[src/hdl/utc_dtc_pkg.sv]
// ----------------------------------------------------------------------------
// UTC date-time checker package
// Error codes, result structs and the calendar and BCD helper functions.
// ----------------------------------------------------------------------------
package utc_dtc_pkg;

  localparam int YEAR_W  = 14;
  localparam int FIELD_W = 7;
  localparam int ERR_W   = 3;
  localparam int MLEN_W  = 5;

  localparam logic [ERR_W-1:0] ERR_OK      = 3'd0;
  localparam logic [ERR_W-1:0] ERR_MONTH   = 3'd1;
  localparam logic [ERR_W-1:0] ERR_DAY     = 3'd2;
  localparam logic [ERR_W-1:0] ERR_HOUR    = 3'd3;
  localparam logic [ERR_W-1:0] ERR_MINUTE  = 3'd4;
  localparam logic [ERR_W-1:0] ERR_SECOND  = 3'd5;
  localparam logic [ERR_W-1:0] ERR_NO_LEAP = 3'd6;

  typedef struct packed {
    logic        leap;
    logic [15:0] ybcd;
  } year_info_t;

  typedef struct packed {
    logic [ERR_W-1:0]  err;
    logic              lsd;
    logic [MLEN_W-1:0] mlen;
  } check_info_t;

  // two BCD digits of a value below 200, taken modulo 100
  function automatic logic [7:0] bcd2(input logic [7:0] v);
    logic [7:0] w;
    logic [3:0] t;
    logic [7:0] tx10;
    logic [7:0] o;
    w = (v >= 8'd100) ? (v - 8'd100) : v;
    if (w >= 8'd90) t = 4'd9;
    else if (w >= 8'd80) t = 4'd8;
    else if (w >= 8'd70) t = 4'd7;
    else if (w >= 8'd60) t = 4'd6;
    else if (w >= 8'd50) t = 4'd5;
    else if (w >= 8'd40) t = 4'd4;
    else if (w >= 8'd30) t = 4'd3;
    else if (w >= 8'd20) t = 4'd2;
    else if (w >= 8'd10) t = 4'd1;
    else t = 4'd0;
    tx10 = {4'd0, t} * 8'd10;
    o = w - tx10;
    return {t, o[3:0]};
  endfunction

  function automatic logic [MLEN_W-1:0] month_len(input logic leap,
                                                  input logic [FIELD_W-1:0] m);
    logic [MLEN_W-1:0] r;
    unique case (m)
      7'd1, 7'd3, 7'd5, 7'd7, 7'd8, 7'd10, 7'd12: r = 5'd31;
      7'd4, 7'd6, 7'd9, 7'd11:                     r = 5'd30;
      7'd2:                                        r = leap ? 5'd29 : 5'd28;
      default:                                     r = 5'd0;
    endcase
    return r;
  endfunction

  // inserted leap seconds, 1972 to 2016
  function automatic logic leap_second_on(input logic [YEAR_W-1:0] y,
                                          input logic [FIELD_W-1:0] m,
                                          input logic [FIELD_W-1:0] d);
    logic jun;
    logic dec;
    logic r;
    jun = (m == 7'd6) && (d == 7'd30);
    dec = (m == 7'd12) && (d == 7'd31);
    priority if (!(jun || dec)) r = 1'b0;
    else if (y < 14'd1972 || y > 14'd2016) r = 1'b0;
    else if (y == 14'd1972) r = 1'b1;
    else if (y < 14'd1980) r = dec;
    else if (y == 14'd1980 || y == 14'd1984 || y == 14'd1986) r = 1'b0;
    else if (y < 14'd1986) r = jun;
    else if (y == 14'd1988 || y == 14'd1991) r = 1'b0;
    else if (y < 14'd1991) r = dec;
    else if (y < 14'd1995) r = jun;
    else if (y == 14'd1995) r = dec;
    else if (y == 14'd1996) r = 1'b0;
    else if (y == 14'd1997) r = jun;
    else if (y == 14'd1998) r = dec;
    else if (y == 14'd2005 || y == 14'd2008 || y == 14'd2016) r = dec;
    else if (y == 14'd2012 || y == 14'd2015) r = jun;
    else r = 1'b0;
    return r;
  endfunction

endpackage

[src/hdl/utc_dtc_year.sv]
// ----------------------------------------------------------------------------
// UTC date-time checker: year unit
// Splits the year by 100 with a reciprocal multiply; gives leap flag and BCD.
// ----------------------------------------------------------------------------
module utc_dtc_year
  import utc_dtc_pkg::*;
(
  input  logic [YEAR_W-1:0] year,
  output year_info_t        info
);

  logic [26:0]       prod;
  logic [7:0]        q;
  logic [13:0]       qx100;
  logic [13:0]       r;

  assign prod  = {13'd0, year} * 27'd5243;
  assign q     = prod[26:19];
  assign qx100 = {6'd0, q} * 14'd100;
  assign r     = year - qx100;

  assign info.leap = (year[1:0] == 2'd0) && ((r != 14'd0) || (q[1:0] == 2'd0));
  assign info.ybcd = {bcd2(q), bcd2({1'b0, r[6:0]})};

endmodule

[src/hdl/utc_dtc_check.sv]
// ----------------------------------------------------------------------------
// UTC date-time checker: field check
// Month length, leap-second lookup and first failing check.
// ----------------------------------------------------------------------------
module utc_dtc_check
  import utc_dtc_pkg::*;
(
  input  logic [YEAR_W-1:0]  year,
  input  logic               leap,
  input  logic [FIELD_W-1:0] month,
  input  logic [FIELD_W-1:0] day,
  input  logic [FIELD_W-1:0] hour,
  input  logic [FIELD_W-1:0] minute,
  input  logic [FIELD_W-1:0] second,
  output check_info_t        info
);

  logic [MLEN_W-1:0] mlen;
  logic              lsd;
  logic [ERR_W-1:0]  err;

  assign mlen = month_len(leap, month);
  assign lsd  = leap_second_on(year, month, day);

  always_comb begin
    priority if (mlen == 5'd0) err = ERR_MONTH;
    else if (day == 7'd0 || day > {2'd0, mlen}) err = ERR_DAY;
    else if (hour > 7'd23) err = ERR_HOUR;
    else if (minute > 7'd59) err = ERR_MINUTE;
    else if (second > 7'd60) err = ERR_SECOND;
    else if (second == 7'd60 && (hour != 7'd23 || minute != 7'd59)) err = ERR_SECOND;
    else if (second == 7'd60 && !lsd) err = ERR_NO_LEAP;
    else err = ERR_OK;
  end

  assign info.err  = err;
  assign info.lsd  = lsd;
  assign info.mlen = mlen;

endmodule

[src/hdl/utc_date_time_checker_top.sv]
// ----------------------------------------------------------------------------
// UTC date-time checker
// The start beat is registered in in_vld and then in the done strobe.
// Throughput: one beat per cycle; busy is always low, set by the single
// check pass between the input and result registers.
// Reset clears the input and result strobes; the receiver cannot stall.
// ----------------------------------------------------------------------------
module utc_date_time_checker_top
  import utc_dtc_pkg::*;
(
  input  logic               clk,
  input  logic               rst,
  input  logic               start,
  output logic               busy,
  input  logic [YEAR_W-1:0]  year,
  input  logic [FIELD_W-1:0] month,
  input  logic [FIELD_W-1:0] day,
  input  logic [FIELD_W-1:0] hour,
  input  logic [FIELD_W-1:0] minute,
  input  logic [FIELD_W-1:0] second,
  output logic               done,
  output logic               valid_res,
  output logic [ERR_W-1:0]   error_code,
  output logic               leap_year,
  output logic               leap_second_day,
  output logic [MLEN_W-1:0]  month_length,
  output logic [31:0]        date_bcd,
  output logic [23:0]        time_bcd
);

  logic               in_vld;
  logic [YEAR_W-1:0]  year_q;
  logic [FIELD_W-1:0] month_q;
  logic [FIELD_W-1:0] day_q;
  logic [FIELD_W-1:0] hour_q;
  logic [FIELD_W-1:0] minute_q;
  logic [FIELD_W-1:0] second_q;
  year_info_t         yinfo;
  check_info_t        cinfo;

  assign busy = 1'b0;

  always_ff @(posedge clk) begin
    if (rst) begin
      in_vld <= 1'b0;
    end else begin
      in_vld <= start && !busy;
    end
  end

  always_ff @(posedge clk) begin
    if (start && !busy) begin
      year_q   <= year;
      month_q  <= month;
      day_q    <= day;
      hour_q   <= hour;
      minute_q <= minute;
      second_q <= second;
    end
  end

  utc_dtc_year u_year (
    .year (year_q),
    .info (yinfo)
  );

  utc_dtc_check u_check (
    .year   (year_q),
    .leap   (yinfo.leap),
    .month  (month_q),
    .day    (day_q),
    .hour   (hour_q),
    .minute (minute_q),
    .second (second_q),
    .info   (cinfo)
  );

  always_ff @(posedge clk) begin
    if (rst) begin
      done <= 1'b0;
    end else begin
      done <= in_vld;
    end
  end

  always_ff @(posedge clk) begin
    if (in_vld) begin
      valid_res       <= (cinfo.err == ERR_OK);
      error_code      <= cinfo.err;
      leap_year       <= yinfo.leap;
      leap_second_day <= cinfo.lsd;
      month_length    <= cinfo.mlen;
      date_bcd        <= {yinfo.ybcd, bcd2({1'b0, month_q}), bcd2({1'b0, day_q})};
      time_bcd        <= {bcd2({1'b0, hour_q}), bcd2({1'b0, minute_q}),
                          bcd2({1'b0, second_q})};
    end
  end

endmodule
[config.mk]
export PLATFORM = sky130hd
export DESIGN_NAME = utc_date_time_checker_top
export DESIGN_NICKNAME = d
export VERILOG_FILES = /design/src/hdl/utc_dtc_pkg.sv /design/src/hdl/utc_dtc_year.sv /design/src/hdl/utc_dtc_check.sv /design/src/hdl/utc_date_time_checker_top.sv
export SDC_FILE = /design/constraint.sdc
export NUM_CORES = 1
export LEC_CHECK = 0
export BUFFER_PORTS_ARGS = -buffer_cell sky130_fd_sc_hd__buf_2
export CORE_MARGIN = 1
export CORE_UTILIZATION = 30
export CTS_BUF_LIST = sky130_fd_sc_hd__clkbuf_4 sky130_fd_sc_hd__clkbuf_8
export CTS_CLUSTER_SIZE = 8
export DETAILED_ROUTE_END_ITERATION = 8
export SLEW_MARGIN = 5
export SYNTH_ARGS = -nofsm -noshare
export SYNTH_HDL_FRONTEND = slang
export SYNTH_SLANG_ARGS = --single-unit
[constraint.sdc]
create_clock -name clk -period 16.2 [get_ports clk]
set_input_delay 0.81 -clock clk [delete_from_list [all_inputs] [get_ports clk]]
set_output_delay 0.81 -clock clk [all_outputs]
set_load 0.02 [all_outputs]
==> results.json <==
{
  "die_w_um": 202,
  "fillCellCount": 4013,
  "period_minus_slack_ns": 12.59,
  "ys_seq_area_share_pct": 28.7,
  "regArea_um2": 3470,
  "syn-num-nets": 1540,
  "layout-drive-gt1-share_pct": 12.7,
  "ys_top_cells_by_area": "edfxtp_1 28%, ha_1 20%, fa_1 12%, inv_1 5.6%, xnor2_1 3.4%",
  "drtIter0Drc": 405,
  "worstReg2RegStart": "year_q[11]",
  "synthesis.area_um2": 12000,
  "yosys.area.top_type": "edfxtp_1",
  "wl_per_cell_um": 15.2,
  "crit_path_top_delay_cell": "nor4b_1",
  "worst_pin_slew_ns": 0.936,
  "core-area_um2": 39600,
  "status": "complete, no violations",
  "layout_commonest_cell": "ha_1",
  "post-route-period-util_pct": 77.7,
  "ys_warn_count": 0,
  "placed_cells": 1852,
  "firstDrtPassIters": 4,
  "place_congestion": 0.916,
  "r2r_end": "valid_res",
  "synth_ff_type": "edfxtp_1",
  "synthArstFlopShare_pct": 0,
  "antenna_found_initial": 1,
  "critPathMaxFanout": 10,
  "r2r_slack_ns": 3.61,
  "routed_via_density": 4.96,
  "grtUsageTotal_pct": 14.4,
  "area_growth_pct": 13.2,
  "drc": 0,
  "fp.dieArea_um2": 41000,
  "synth-edff-count": 114,
  "portBuffers": 119,
  "cts_sinks": 116,
  "cts_setup_buffers": 0,
  "cts_buffers": 17,
  "relSlewSlack_pct": 36.8,
  "cts_tree": "built",
  "synthCells": 1226,
  "path_clk_slew_ns": 0.08,
  "pin_count": 121,
  "ctsHoldBuffers": 0,
  "htreeDepth": 4,
  "slew_violations": 0,
  "row_count": 73,
  "fin_skew_ns": 0.0175,
  "end_kind": "register",
  "startpoint": "year_q[11]",
  "required_ns": 16.39,
  "vias": 9338,
  "drv_cap": 0,
  "setup.worst_path.end": "valid_res",
  "path_class": "reg2reg",
  "critPathMaxStageDelay_ns": 0.83,
  "hold_path_class": "reg2reg",
  "die_height_um": 202,
  "cts-resized-gates": 0,
  "finalNonFillerCells": 1884,
  "grt_max_degree": 67,
  "rsz0062_at_grt": "no",
  "synth.top_cell.area_share_pct": 28.4,
  "path_common_cell": "inv_1",
  "arrival_ns": 12.78,
  "max_freq_mhz": 79.4,
  "cts_root_buffer": "clkbuf_8",
  "wirelength_um": 28700,
  "overflow": 0,
  "reg2regPathDepth": 45,
  "critPathLaunchType": "register",
  "clockBufferDepth": 2,
  "multi_input_area_um2": 7780,
  "hold_viol": 0,
  "initial_core_util_pct": 30.4,
  "finalSetupViolCount": 0,
  "final_cell_mix": "189 x ha_1, 180 x inv_1, 119 x buf_2, 114 x edfxtp_1, 91 x nand2_1",
  "worstSkewPairLatency_ns": 0.45,
  "antenna_left": 0,
  "avgSynthCellArea_um2": 9.83,
  "ys_ff_latch": 116,
  "fin_setup_tns_ns": 0,
  "hpwl_um": 23100,
  "fin_nets": 1660,
  "first_global_vias": 9312,
  "grt_pass1_wl_um": 47000,
  "synth_cell_type_count": 85
}
flip-flops by register name, indices dropped and copies added (netlist names), 7 cells and up:
register and flops:
date_bcd 32, time_bcd 24, year_q 14, day_q 7, hour_q 7, minute_q 7, month_q 7, second_q 7
logic make-up (layout without fill, tap and decap cells):
kind of cell / Yosys count / count (layout) / synth area share (%)
buffers and inverters: 204 / 336 / 6.69
flip-flops: 116 / 116 / 28.7
AND/OR/NAND/NOR: 286 / 286 / 11.3
other: 1 / 2 / 0.0311
AO/OA/AOI/OAI: 282 / 282 / 15.7
multiplexers: 14 / 14 / 1.29
XOR/XNOR: 59 / 59 / 4.35
adder cells (fa/ha/maj): 264 / 264 / 31.9
final cells by class:
class	instances	area share, %
multi-input cells	906	57.0
flip-flops and latches	116	25.4
inverters	183	5.07
well taps	525	4.82
repair buffers	122	4.53
clock buffers	18	1.77
clock inverters	13	1.33
diodes	1	0.0183
synthesized netlist by cell type, types with 7 or more instances:
| library cell | instances |
|---|---|
| a21oi_1 | 64 |
| inv_1 | 180 |
| nand2_1 | 91 |
| nor2_1 | 71 |
| nor3_1 | 23 |
| o211ai_1 | 14 |
| and3_1 | 8 |
| a31oi_1 | 17 |
| o31ai_1 | 7 |
| xor2_1 | 11 |
| o21a_1 | 16 |
| o22ai_1 | 8 |
| edfxtp_1 | 114 |
| nor2b_1 | 9 |
| mux2i_1 | 11 |
| nand2b_1 | 11 |
| o21ai_0 | 59 |
| nand3_1 | 22 |
| ha_1 | 189 |
| a21o_1 | 17 |
| fa_1 | 73 |
| clkbuf_1 | 13 |
| a211oi_1 | 9 |
| and2_1 | 12 |
| xnor2_1 | 47 |
stage by stage:
stage	hold WS, ns	utilization [%]	setup WS (ns)	instance area [um^2]
2_1_floorplan	0.452	-	5.49	12000
3_3_place_gp	0.501	33.3	4.18	13200
3_5_place_dp	0.481	33.3	3.77	13200
4_1_cts	0.482	34.4	3.66	13600
5_1_grt	0.482	34.4	2.59	13600
6_report	0.508	34.4	3.61	13600
layer usage:
metal | wire, um | vias to the layer above | GRT usage, %
li1 | - | 4581 | -
met4 | 520 | 0 | 3.95
met3 | 1490 | 37 | 3.13
met5 | 0 | - | 0
met1 | 13200 | 4452 | 19.0
met2 | 13400 | 268 | 23.6
how the worst min path moves through the flow:
stage / from / cells after the start / to
after floorplan: minute_q[0] / 0 / time_bcd[8]
after global placement: second_q[0] / 0 / time_bcd[0]
final: minute_q[0] / 0 / time_bcd[8]
after detailed placement: minute_q[0] / 0 / time_bcd[8]
after CTS: year[12] / 1 / year_q[12]
after global routing: minute[5] / 1 / minute_q[5]
critical path: cells and delay by family (launching register included):
| family | cells | cell delay (ns) |
|---|---|---|
| simple gates | 6 | 1.96 |
| xor+xnor | 2 | 0.50 |
| flops | 1 | 0.71 |
| compound gates | 17 | 3.52 |
| buf+inv | 8 | 0.67 |
| fa+ha+maj | 12 | 4.92 |
Power is not shown: default switching activity piles up to over one toggle a cycle in this logic, so the estimate is an artifact.
